$ cat config.mk
export PLATFORM = sky130hd
export DESIGN_NAME = note_sequence_chord_matcher
export DESIGN_NICKNAME = d
export VERILOG_FILES = /design/src/nscm_pkg.sv /design/src/nscm_front.sv /design/src/nscm_back.sv /design/src/note_sequence_chord_matcher.sv
export SDC_FILE = /design/constraint.sdc
export NUM_CORES = 1
export LEC_CHECK = 0
export ABC_AREA = 1
export BUFFER_PORTS_ARGS = -buffer_cell sky130_fd_sc_hd__buf_2
export CORE_ASPECT_RATIO = 0.8
export CORE_MARGIN = 4
export CORE_UTILIZATION = 55
export DETAILED_ROUTE_END_ITERATION = 8
export PLACE_DENSITY = 0.74
export SLEW_MARGIN = 20
export SYNTH_ARGS = -nofsm -noshare
export SYNTH_HDL_FRONTEND = slang
export SYNTH_SLANG_ARGS = --single-unit
export TNS_END_PERCENT = 10
$ cat constraint.sdc
create_clock -name clk -period 2.9 [get_ports clk]
set_clock_uncertainty 0.05 [all_clocks]
set_input_delay 0.58 -clock clk [delete_from_list [all_inputs] [get_ports clk]]
set_output_delay 0.58 -clock clk [all_outputs]
set_load 0.005 [all_outputs]
$ cat src/nscm_pkg.sv
// shared types and constants for the note sequence chord matcher
package nscm_pkg;

	// song table geometry
	localparam int MAX_EVENTS = 64;
	localparam int IDX_W = $clog2(MAX_EVENTS);
	localparam int POS_W = $clog2(MAX_EVENTS + 1);

	// field widths fixed by the interface
	localparam int ACT_W = 8;
	localparam int NOTE_W = 7;
	localparam int KEY_W = ACT_W + NOTE_W;
	localparam int ENTRY_W = KEY_W + 1;
	localparam int LEN_W = 7;

	// command queue between front and back
	localparam int QUEUE_DEPTH = 2;
	localparam int QPTR_W = $clog2(QUEUE_DEPTH);
	localparam int QCNT_W = $clog2(QUEUE_DEPTH + 1);

	// result status codes
	localparam logic [1:0] ST_WRITTEN = 2'd0;
	localparam logic [1:0] ST_PROGRESS = 2'd1;
	localparam logic [1:0] ST_FAIL = 2'd2;
	localparam logic [1:0] ST_DONE = 2'd3;

	// classified command handed from front to back
	typedef struct packed {
		logic is_note;
		logic [IDX_W-1:0] idx;
		logic [KEY_W-1:0] key;
		logic new_instant;
	} op_t;

endpackage

$ cat src/nscm_front.sv
// front end: accepts beats, classifies them and queues them for the back end
module nscm_front (
	input  logic clk,
	input  logic arst_n,
	input  logic req_valid,
	output logic req_stall,
	input  logic func,
	input  logic [nscm_pkg::IDX_W-1:0] entry_index,
	input  logic [nscm_pkg::ACT_W-1:0] entry_action,
	input  logic [nscm_pkg::NOTE_W-1:0] entry_note,
	input  logic entry_new_instant,
	input  logic [nscm_pkg::ACT_W-1:0] played_action,
	input  logic [nscm_pkg::NOTE_W-1:0] played_note,
	output nscm_pkg::op_t op,
	output logic op_valid,
	input  logic op_pop
);
	import nscm_pkg::*;

	op_t slot_q [QUEUE_DEPTH];
	op_t op_in;
	logic [QPTR_W-1:0] wr_ptr_q;
	logic [QPTR_W-1:0] rd_ptr_q;
	logic [QCNT_W-1:0] count_q;
	logic push;
	logic pop;

	// classify: a load carries the table entry, a note carries the played event
	always_comb begin
		op_in.is_note = func;
		op_in.idx = entry_index;
		op_in.key = func ? {played_note, played_action} : {entry_note, entry_action};
		op_in.new_instant = entry_new_instant;
	end

	// handshake on both sides of the queue
	assign req_stall = (count_q == QCNT_W'(QUEUE_DEPTH));
	assign push = req_valid && !req_stall;
	assign op_valid = (count_q != '0);
	assign pop = op_pop && op_valid;
	assign op = slot_q[rd_ptr_q];

	// queue storage
	always_ff @(posedge clk) begin
		if (push) begin
			slot_q[wr_ptr_q] <= op_in;
		end
	end

	// queue pointers and fill count
	always_ff @(posedge clk or negedge arst_n) begin
		if (!arst_n) begin
			wr_ptr_q <= '0;
			rd_ptr_q <= '0;
			count_q <= '0;
		end else begin
			if (push) begin
				wr_ptr_q <= wr_ptr_q + 1'b1;
			end
			if (pop) begin
				rd_ptr_q <= rd_ptr_q + 1'b1;
			end
			if (push && !pop) begin
				count_q <= count_q + 1'b1;
			end else if (pop && !push) begin
				count_q <= count_q - 1'b1;
			end
		end
	end

endmodule

$ cat src/nscm_back.sv
// back end: song table, done flags, search sequencer and result register
module nscm_back (
	input  logic clk,
	input  logic arst_n,
	input  logic cfg_we,
	input  logic [nscm_pkg::LEN_W-1:0] cfg_wdata,
	input  nscm_pkg::op_t op,
	input  logic op_valid,
	output logic op_pop,
	output logic rsp_valid,
	input  logic rsp_stall,
	output logic [1:0] status,
	output logic [nscm_pkg::POS_W-1:0] position
);
	import nscm_pkg::*;

	localparam logic [2:0] S_IDLE = 3'd0;
	localparam logic [2:0] S_ISSUE = 3'd1;
	localparam logic [2:0] S_CHECK = 3'd2;
	localparam logic [2:0] S_ADV = 3'd3;
	localparam logic [2:0] S_RESULT = 3'd4;

	logic [ENTRY_W-1:0] song_mem [MAX_EVENTS];
	logic [ENTRY_W-1:0] rd_data_q;
	logic [LEN_W-1:0] len_q;
	logic [2:0] state_q;
	logic [POS_W-1:0] p_q;
	logic [POS_W-1:0] i_q;
	logic [POS_W-1:0] next_i;
	logic [POS_W-1:0] n_eff;
	logic [KEY_W-1:0] key_q;
	logic [MAX_EVENTS-1:0] done_q;
	logic [1:0] res_status_q;
	logic [POS_W-1:0] res_pos_q;
	logic rsp_valid_q;
	logic [1:0] status_q;
	logic [POS_W-1:0] position_q;
	logic out_free;
	logic load_go;
	logic entry_ni;
	logic entry_hit;

	// song length register
	always_ff @(posedge clk or negedge arst_n) begin
		if (!arst_n) begin
			len_q <= LEN_W'(1);
		end else if (cfg_we) begin
			len_q <= cfg_wdata;
		end
	end

	// effective length, clamped to one and to the table size
	always_comb begin
		priority if (len_q == '0) begin
			n_eff = POS_W'(1);
		end else if (32'(len_q) > MAX_EVENTS) begin
			n_eff = POS_W'(MAX_EVENTS);
		end else begin
			n_eff = POS_W'(len_q);
		end
	end

	assign out_free = !rsp_valid_q || !rsp_stall;
	assign op_pop = (state_q == S_IDLE) && op_valid;
	assign load_go = op_pop && !op.is_note;
	assign next_i = i_q + 1'b1;
	assign entry_ni = rd_data_q[ENTRY_W-1];
	assign entry_hit = !done_q[i_q[IDX_W-1:0]] && (rd_data_q[KEY_W-1:0] == key_q);

	// song table: one write port for loads, registered read for the search
	always_ff @(posedge clk) begin
		if (load_go) begin
			song_mem[op.idx] <= {op.new_instant, op.key};
		end
		if (state_q == S_ISSUE) begin
			rd_data_q <= song_mem[i_q[IDX_W-1:0]];
		end
	end

	// sequencer: apply loads, search the current instant, then step the pointer over done events
	always_ff @(posedge clk or negedge arst_n) begin
		if (!arst_n) begin
			state_q <= S_IDLE;
			p_q <= '0;
			i_q <= '0;
			done_q <= '0;
			res_status_q <= ST_WRITTEN;
			res_pos_q <= '0;
			key_q <= '0;
		end else begin
			unique case (state_q)
				S_IDLE: begin
					if (op_pop) begin
						key_q <= op.key;
						i_q <= p_q;
						if (!op.is_note) begin
							done_q <= '0;
							p_q <= '0;
							res_status_q <= ST_WRITTEN;
							res_pos_q <= '0;
							state_q <= S_RESULT;
						end else if (p_q >= n_eff) begin
							done_q <= '0;
							p_q <= '0;
							res_status_q <= ST_FAIL;
							res_pos_q <= '0;
							state_q <= S_RESULT;
						end else begin
							state_q <= S_ISSUE;
						end
					end
				end
				S_ISSUE: begin
					state_q <= S_CHECK;
				end
				S_CHECK: begin
					// a later entry flagged as a new instant ends the search
					priority if (i_q != p_q && entry_ni) begin
						done_q <= '0;
						p_q <= '0;
						res_status_q <= ST_FAIL;
						res_pos_q <= '0;
						state_q <= S_RESULT;
					end else if (entry_hit) begin
						done_q[i_q[IDX_W-1:0]] <= 1'b1;
						state_q <= S_ADV;
					end else if (next_i >= n_eff) begin
						done_q <= '0;
						p_q <= '0;
						res_status_q <= ST_FAIL;
						res_pos_q <= '0;
						state_q <= S_RESULT;
					end else begin
						i_q <= next_i;
						state_q <= S_ISSUE;
					end
				end
				S_ADV: begin
					priority if (p_q < n_eff && done_q[p_q[IDX_W-1:0]]) begin
						p_q <= p_q + 1'b1;
					end else if (p_q >= n_eff) begin
						done_q <= '0;
						p_q <= '0;
						res_status_q <= ST_DONE;
						res_pos_q <= '0;
						state_q <= S_RESULT;
					end else begin
						res_status_q <= ST_PROGRESS;
						res_pos_q <= p_q;
						state_q <= S_RESULT;
					end
				end
				S_RESULT: begin
					if (out_free) begin
						state_q <= S_IDLE;
					end
				end
				default: begin
					state_q <= S_IDLE;
				end
			endcase
		end
	end

	// result register valid
	always_ff @(posedge clk or negedge arst_n) begin
		if (!arst_n) begin
			rsp_valid_q <= 1'b0;
		end else if (state_q == S_RESULT && out_free) begin
			rsp_valid_q <= 1'b1;
		end else if (!rsp_stall) begin
			rsp_valid_q <= 1'b0;
		end
	end

	// result register payload
	always_ff @(posedge clk) begin
		if (state_q == S_RESULT && out_free) begin
			status_q <= res_status_q;
			position_q <= res_pos_q;
		end
	end

	assign rsp_valid = rsp_valid_q;
	assign status = status_q;
	assign position = position_q;

endmodule

$ cat src/note_sequence_chord_matcher.sv
// top level of the note sequence chord matcher
// Matches played MIDI events against a song table loaded through the same
// request channel; one response beat per request beat. A load is answered
// without a table search. A note leaves the queue, reads each table entry
// it examines through the registered read (from the progress pointer to
// the hit or to the end of the current instant), then steps the pointer
// over each done event, one flag per cycle, and finishes by registering
// the response. The song table holds up to 64 entries. A two-beat
// queue in front lets requests be taken while a response waits to be
// taken. song_length may only be written while no request is in flight.
module note_sequence_chord_matcher (
	input  logic clk,
	input  logic arst_n,
	input  logic cfg_we,
	input  logic [nscm_pkg::LEN_W-1:0] cfg_wdata,
	input  logic req_valid,
	output logic req_stall,
	input  logic func,
	input  logic [nscm_pkg::IDX_W-1:0] entry_index,
	input  logic [nscm_pkg::ACT_W-1:0] entry_action,
	input  logic [nscm_pkg::NOTE_W-1:0] entry_note,
	input  logic entry_new_instant,
	input  logic [nscm_pkg::ACT_W-1:0] played_action,
	input  logic [nscm_pkg::NOTE_W-1:0] played_note,
	output logic rsp_valid,
	input  logic rsp_stall,
	output logic [1:0] status,
	output logic [nscm_pkg::POS_W-1:0] position
);
	import nscm_pkg::*;

	op_t op;
	logic op_valid;
	logic op_pop;

	// request classification and queue
	nscm_front u_front (
		.clk(clk),
		.arst_n(arst_n),
		.req_valid(req_valid),
		.req_stall(req_stall),
		.func(func),
		.entry_index(entry_index),
		.entry_action(entry_action),
		.entry_note(entry_note),
		.entry_new_instant(entry_new_instant),
		.played_action(played_action),
		.played_note(played_note),
		.op(op),
		.op_valid(op_valid),
		.op_pop(op_pop)
	);

	// matching engine and response register
	nscm_back u_back (
		.clk(clk),
		.arst_n(arst_n),
		.cfg_we(cfg_we),
		.cfg_wdata(cfg_wdata),
		.op(op),
		.op_valid(op_valid),
		.op_pop(op_pop),
		.rsp_valid(rsp_valid),
		.rsp_stall(rsp_stall),
		.status(status),
		.position(position)
	);

endmodule

==> results.sh, run 1 <==
export IMPL_min_period_over_period_pct=101.6
export IMPL_drive_gt1_share_pct=15.25
export IMPL_path_clk_slew_ns=0.06
export IMPL_startpoint_type="flip-flop"
export IMPL_hold_end="u_front.slot_q[1][0]"
export IMPL_worstMarginPinSlew_ns=0.9844
export IMPL_seq_area_frac_synth_pct=73.74
export IMPL_post_route_util_pct=65.04
export IMPL_timing_rr_end="u_back.song_mem[41][6]"
export IMPL_violations="negative setup slack"
export IMPL_p_sw_share_pct=36.14
export IMPL_syn_nets=3865
export IMPL_drt_iter0_markers=5096
export IMPL_root_buffer="clkbuf_16"
export IMPL_worst_hold_path_type="primary input to flip-flop"
export IMPL_instances_no_fill=5328
export IMPL_fillers=6044
export IMPL_crit_arrival_ns=3.30
export IMPL_ir_drop_v=0.0006700
export IMPL_synth_ff_type="edfxtp_1"
export IMPL_grt_pass1_vias=31360
export IMPL_ys_warn_count=0
export IMPL_design_area_sq_um=56920
export IMPL_dp_cells=5096
export IMPL_power_internal_mw=36.25
export IMPL_clk_latency_ns=0.72
export IMPL_synth_seq_cells=1212
export IMPL_grt_max_degree=66
export IMPL_synth_area_per_cell_sq_um=12.79
export IMPL_leakagePower_nw=20.56
export IMPL_period_minus_slack_ns=2.945
export IMPL_rsz0062_at_grt="true"
export IMPL_setup_violations=73
export IMPL_firstDrtPassIters=7
export IMPL_gr_total_overflow=0
export IMPL_drc=0
export IMPL_syn2layout_area_growth_pct=17.20
export IMPL_rr_worst_depth=9
export IMPL_place_congestion=0.9487
export IMPL_io_buffers=60
export IMPL_routed_wl_mm=136.8
export IMPL_status="finished, violations left"
export IMPL_hold_depth=1
export IMPL_die_x_um=340.2
export IMPL_hold_start="entry_new_instant"
export IMPL_sequentialPowerShare_pct=40.0
export IMPL_crit_family="simple AND/OR/NAND/NOR gates"
export IMPL_cp_cell_sequence="inv_1 > or2_2 > o21ai_0 > inv_1 > nor2_1 > buf_4 > nand2_1 > nor2_1 > buf_12"
export IMPL_worst_r2r_setup_slack_ns=-0.05
export IMPL_num_rows=97
export IMPL_crit_type="flip-flop to flip-flop"
export IMPL_io_pins=61
export IMPL_slew_violations=0
export IMPL_synth_edf_count=1095
export IMPL_grt_usage_pct=28.64
export IMPL_p_clk_share_pct=25.7
export IMPL_pwr_share_comb_pct=34.2
export IMPL_cp_end_kind="flip-flop"
export IMPL_drv_cap=0
export IMPL_layout_common_cells="nand2_1, edfxtp_1, a22oi_1"
export IMPL_h_tree_depth=3
export IMPL_cts_tree="done"
export IMPL_die_area_sq_um=93150
export IMPL_num_nets_final=4115
export IMPL_critPathBufInv=4
export IMPL_async_flop_share_pct=9.653
export IMPL_wl_per_cell_um=25.68
export IMPL_hold_viol_final=0
export IMPL_max_freq_mhz=339.5
export IMPL_fp_dieH_um=273.8
export IMPL_pwr_density_cell_nw_per_um2=997.4
export IMPL_r2r_start="u_front.rd_ptr_q"
export IMPL_antenna_found_initial=3
export IMPL_initial_utilization_pct=55.50
export IMPL_cpMaxStageDelayCell="dfrtp_1"
export IMPL_cts_path_max_buffers=3
export IMPL_dpl_instance_area_sq_um=52590
export IMPL_antenna_left=0
export IMPL_cts_inserted_buffers=110
export IMPL_vias=33250
export IMPL_core_sq_um=87510
export IMPL_crit_fanout=16
export IMPL_dp_hpwl_mm=82.23
export IMPL_netlist_area_sq_um=48560
export IMPL_required_ns=3.25
export IMPL_viasPerCell=6.240
export IMPL_cts_sinks=1212
export IMPL_slew_headroom_pct=33.68
export IMPL_finalWorstSetupSlack_ns=-0.04533
export IMPL_tns_ns=-1.137
export IMPL_switching_power_mw=20.51
export IMPL_grt_pass1_wl_mm=199.8
export IMPL_final_common_cell="nand2_1"
export IMPL_slowest_delay_ns=0.39
export IMPL_synth_cell_type_count=54
export IMPL_syn_inst=3798
## worst max-delay path by stage
stage | from | slack [ns] | end | cells after the start
floorplan | u_back.i_q[0] | -0.005 | u_back.p_q[0] | 19
global placement | u_back.i_q[2] | -0.16 | u_back.rd_data_q[12] | 15
detailed placement | u_back.i_q[2] | -0.32 | u_back.rd_data_q[12] | 15
CTS | u_back.len_q[2] | -0.01 | u_back.done_q[23] | 15
global route | u_front.rd_ptr_q | -0.12 | u_back.song_mem[46][14] | 9
finish | u_front.rd_ptr_q | -0.05 | u_back.song_mem[41][6] | 9
## routing by layer
layer	vias up	wire, um	global-route usage [%]
li1	14240	-	-
met1	16240	52060	41.76
met2	2410	61830	43.63
met3	348	17930	5.995
met4	4	4956	9.388
met5	-	24	0
## area by class of cell
class | count | area (sq um) | share of cell area (%)
well taps | 1188 | 1486 | 2.612
flip-flops and latches | 1212 | 35810 | 62.92
repair buffers | 326 | 3640 | 6.395
inverters | 137 | 539.3 | 0.9475
diodes | 1 | 2.502 | 0.004397
multi-input cells | 2261 | 11820 | 20.77
clock inverters | 76 | 774.5 | 1.361
clock buffers | 127 | 2838 | 4.986
## registers in the layout, indices dropped and copies added, names as in the netlist
| register | count |
|---|---|
| u_back.rsp_valid | 1 |
| u_back.song_mem | 1024 |
| u_back.rd_data_q | 16 |
| u_back.res_status_q | 2 |
| u_back.i_q | 7 |
| u_back.status | 2 |
| u_front.count_q | 2 |
| u_back.len_q | 7 |
| u_front.rd_ptr_q | 1 |
| u_front.slot_q | 46 |
| u_back.state_q | 3 |
| u_back.position | 7 |
| u_front.wr_ptr_q | 1 |
| u_back.p_q | 7 |
| u_back.done_q | 64 |
| u_back.key_q | 15 |
| u_back.res_pos_q | 7 |
## cell families (layout without fill, tap and decap cells)
logic type / after synthesis / count (layout) / synth area share, %
adder cells (fa/ha/maj): 17 / 17 / 0.4380
AND/OR/NAND/NOR: 1703 / 1709 / 14.84
AO/OA/AOI/OAI: 488 / 488 / 7.052
flip-flops: 1212 / 1212 / 73.74
other: 0 / 1 / 0
buffers and inverters: 331 / 666 / 2.986
XOR/XNOR: 27 / 27 / 0.4869
multiplexers: 20 / 20 / 0.4612
## Yosys cell counts, drive strengths merged, types with 37 or more instances
cell type     n  share of area (%)
nand2      1205                9.4
a221oi       95                1.7
or3          60               0.77
buf         120                1.4
nand4       126                1.7
clkbuf       74               0.57
dfrtp       116                6.0
a21oi       109                1.1
o21ai        63               0.65
inv         135                1.0
a22oi       151                2.3
nand3        92                1.0
nor2        175                1.4
a22o         37               0.67
edfxtp     1095                 68
## metrics by stage
stage | total power, mW | setup slack, ns | hold slack [ns]
CTS | 54.92 | -0.01137 | 0.006030
detailed placement | 40.43 | -0.3152 | 0.3842
global placement | 40.12 | -0.1629 | 0.3832
finish | 56.77 | -0.04533 | 0.02775
global route | 58.71 | -0.1230 | 0.008412
floorplan | 32.67 | -0.004563 | 0.2344
## power by group through the flow
stage	Sequential, mW	Combinational [mW]	Clock [mW]
2_1_floorplan	23.0	9.65	0
3_3_place_gp	23.0	17.1	0
3_5_place_dp	23.0	17.4	0
4_1_cts	22.7	17.6	14.7
5_1_grt	22.8	20.5	15.5
6_report	22.7	19.4	14.6
## repair_timing
action,4_1_cts,5_1_grt
pin swaps,0,20
resized for setup,10,91
gates cloned,0,6
endpoints found under the hold margin,50,0
hold buffers,7,0
buffers inserted,0,16
endpoints found under the setup margin,100,795
Power figures use the tool's default switching activity.
==> run 2: changes to the inputs <==
--- a/config.mk
+++ b/config.mk
@@ -7,7 +7,6 @@
 export LEC_CHECK = 0
 export ABC_AREA = 1
 export BUFFER_PORTS_ARGS = -buffer_cell sky130_fd_sc_hd__buf_2
-export CORE_ASPECT_RATIO = 0.8
 export CORE_MARGIN = 4
 export CORE_UTILIZATION = 55
 export DETAILED_ROUTE_END_ITERATION = 8
==> constraint.sdc (replaced) <==
create_clock -name clk -period 2.9 [get_ports clk]
set_clock_uncertainty 0.05 [all_clocks]
set_input_delay 0.435 -clock clk [delete_from_list [all_inputs] [get_ports clk]]
set_output_delay 0.435 -clock clk [all_outputs]
set_load 0.005 [all_outputs]
==> results.sh, run 2 (synthesis results as in run 1) <==
export IMPL_root_buffer="clkbuf_16"
export IMPL_layout_common_cells="nand2_1, edfxtp_1, buf_4"
export IMPL_place_congestion=0.9289
export IMPL_sequentialPowerShare_pct=40.4
export IMPL_period_minus_slack_ns=2.855
export IMPL_status="completed"
export IMPL_p_clk_share_pct=27.0
export IMPL_worst_hold_path_type="primary input to flip-flop"
export IMPL_startpoint_type="flip-flop"
export IMPL_crit_arrival_ns=3.25
export IMPL_post_route_util_pct=65.14
export IMPL_min_period_over_period_pct=98.45
export IMPL_ir_drop_v=0.001136
export IMPL_largest_register="u_back.song_mem"
export IMPL_pwr_share_comb_pct=32.6
export IMPL_io_buffers=60
export IMPL_io_pins=61
export IMPL_antenna_left=0
export IMPL_antenna_found_initial=2
export IMPL_crit_fanout=11
export IMPL_clk_latency_ns=0.71
export IMPL_power_internal_mw=36.14
export IMPL_routed_wl_mm=135.7
export IMPL_viasPerCell=6.184
export IMPL_grt_usage_pct=28.56
export IMPL_rsz0062_at_grt="true"
export IMPL_vias=32930
export IMPL_cts_sinks=1212
export IMPL_drc=0
export IMPL_drt_iter0_markers=4345
export IMPL_dp_hpwl_mm=80.57
export IMPL_die_x_um=305.2
export IMPL_worstMarginPinSlew_ns=1.040
export IMPL_wl_per_cell_um=25.48
export IMPL_gr_total_overflow=0
export IMPL_final_common_cell="nand2_1"
export IMPL_cts_inserted_buffers=115
export IMPL_slew_violations=0
export IMPL_reg_top3="u_back.song_mem (1024), u_back.done_q (64), u_front.slot_q (46)"
export IMPL_leakagePower_nw=20.66
export IMPL_worst_r2r_setup_slack_ns=0.04
export IMPL_antenna_cells=0
export IMPL_multi_input_area_sq_um=11460
export IMPL_cts_path_max_buffers=3
export IMPL_switching_power_mw=19.89
export IMPL_pwr_density_cell_nw_per_um2=986.8
export IMPL_crit_type="flip-flop to flip-flop"
export IMPL_drive_gt1_share_pct=14.29
export IMPL_slew_headroom_pct=30.45
export IMPL_largest_reg_flops=1024
export IMPL_required_ns=3.30
export IMPL_core_sq_um=87160
export IMPL_setup_violations=0
export IMPL_grt_pass1_vias=32430
export IMPL_initial_utilization_pct=55.72
export IMPL_max_freq_mhz=350.2
export IMPL_drv_cap=0
export IMPL_syn2layout_area_growth_pct=16.91
export IMPL_dp_cells=5072
export IMPL_die_area_sq_um=93120
export IMPL_seq_area_sq_um=35810
export IMPL_cts_tree="done"
export IMPL_p_sw_share_pct=35.50
export IMPL_grt_max_degree=75
export IMPL_h_tree_depth=3
export IMPL_path_clk_slew_ns=0.07
export IMPL_firstDrtPassIters=7
export IMPL_num_rows=108
export IMPL_holdWs_ns=0.02985
export IMPL_hold_viol_final=0
export IMPL_cp_end_kind="flip-flop"
export IMPL_instances_no_fill=5325
export IMPL_fillers=6074
export IMPL_grt_pass1_wl_mm=201.7
export IMPL_num_nets_final=4137
export IMPL_fp_dieH_um=305.2
run 2: worst paths after layout:
path,start,end,depth (start not counted)
setup / recovery,u_back.i_q[2],u_back.rd_data_q[0],13
hold / removal,played_note[6],u_front.slot_q[1][15],2
setup reg to reg,u_back.i_q[2],u_back.rd_data_q[0],13
hold reg to reg,u_back.res_pos_q[1],u_back.position[1],0
max in group asynchronous,arst_n,u_back.done_q[59],3
min in group asynchronous,arst_n,u_back.i_q[5],2
run 2: layout make-up:
class / instances / area share (%)
sequential: 1212 / 63.08
multi-input combinational: 2255 / 20.19
timing repair buffer: 349 / 6.530
clock buffer: 136 / 5.298
tap: 1155 / 2.545
clock inverter: 81 / 1.417
inverter: 137 / 0.9410
run 2: repair_timing:
item,CTS,global route
endpoints found under the setup margin,266,839
pin swaps,0,4
resized for setup,1,34
setup buffers,0,1
hold buffers,35,0
hold endpoints to repair,86,0
run 2: power groups by stage:
stage	clock [mW]	combinational, mW	sequential [mW]
2_1_floorplan	0	9.65	23.0
6_report	15.1	18.3	22.6
5_1_grt	16.0	19.4	22.7
3_3_place_gp	0	17.2	22.9
3_5_place_dp	0	17.6	23.0
4_1_cts	15.2	17.8	22.6
run 2: stage by stage:
stage | TNS [ns] | cell area, sq um | power (mW) | setup WS [ns]
6_report | 0 | 56770 | 56.03 | 0.04486
5_1_grt | -2.275 | 56770 | 58.07 | -0.05304
4_1_cts | -20.98 | 56660 | 55.64 | -0.1528
3_5_place_dp | -3.443 | 52500 | 40.58 | -0.04633
3_3_place_gp | 0 | 52500 | 40.15 | 0.01667
2_1_floorplan | -0.02738 | 48570 | 32.67 | -0.004563
run 2: metal layers:
layer	track usage [%]	part of all wire, %
met1	38.75	37
met4	13.31	5.2
met2	45.66	47
met5	0	0.0096
met3	5.006	11
run 2: critical path, stage by stage, from the launching register on:
cell and delay [ns]:
dfrtp_1 0.38, buf_4 0.24, inv_2 0.08, nand3_1 0.28, inv_4 0.11, buf_4 0.22
nand2_1 0.07, o21ai_0 0.12, a221oi_1 0.33, nand4_1 0.17, nand2_1 0.09, nand2_1 0.15
nor2_1 0.25, nand2_1 0.08
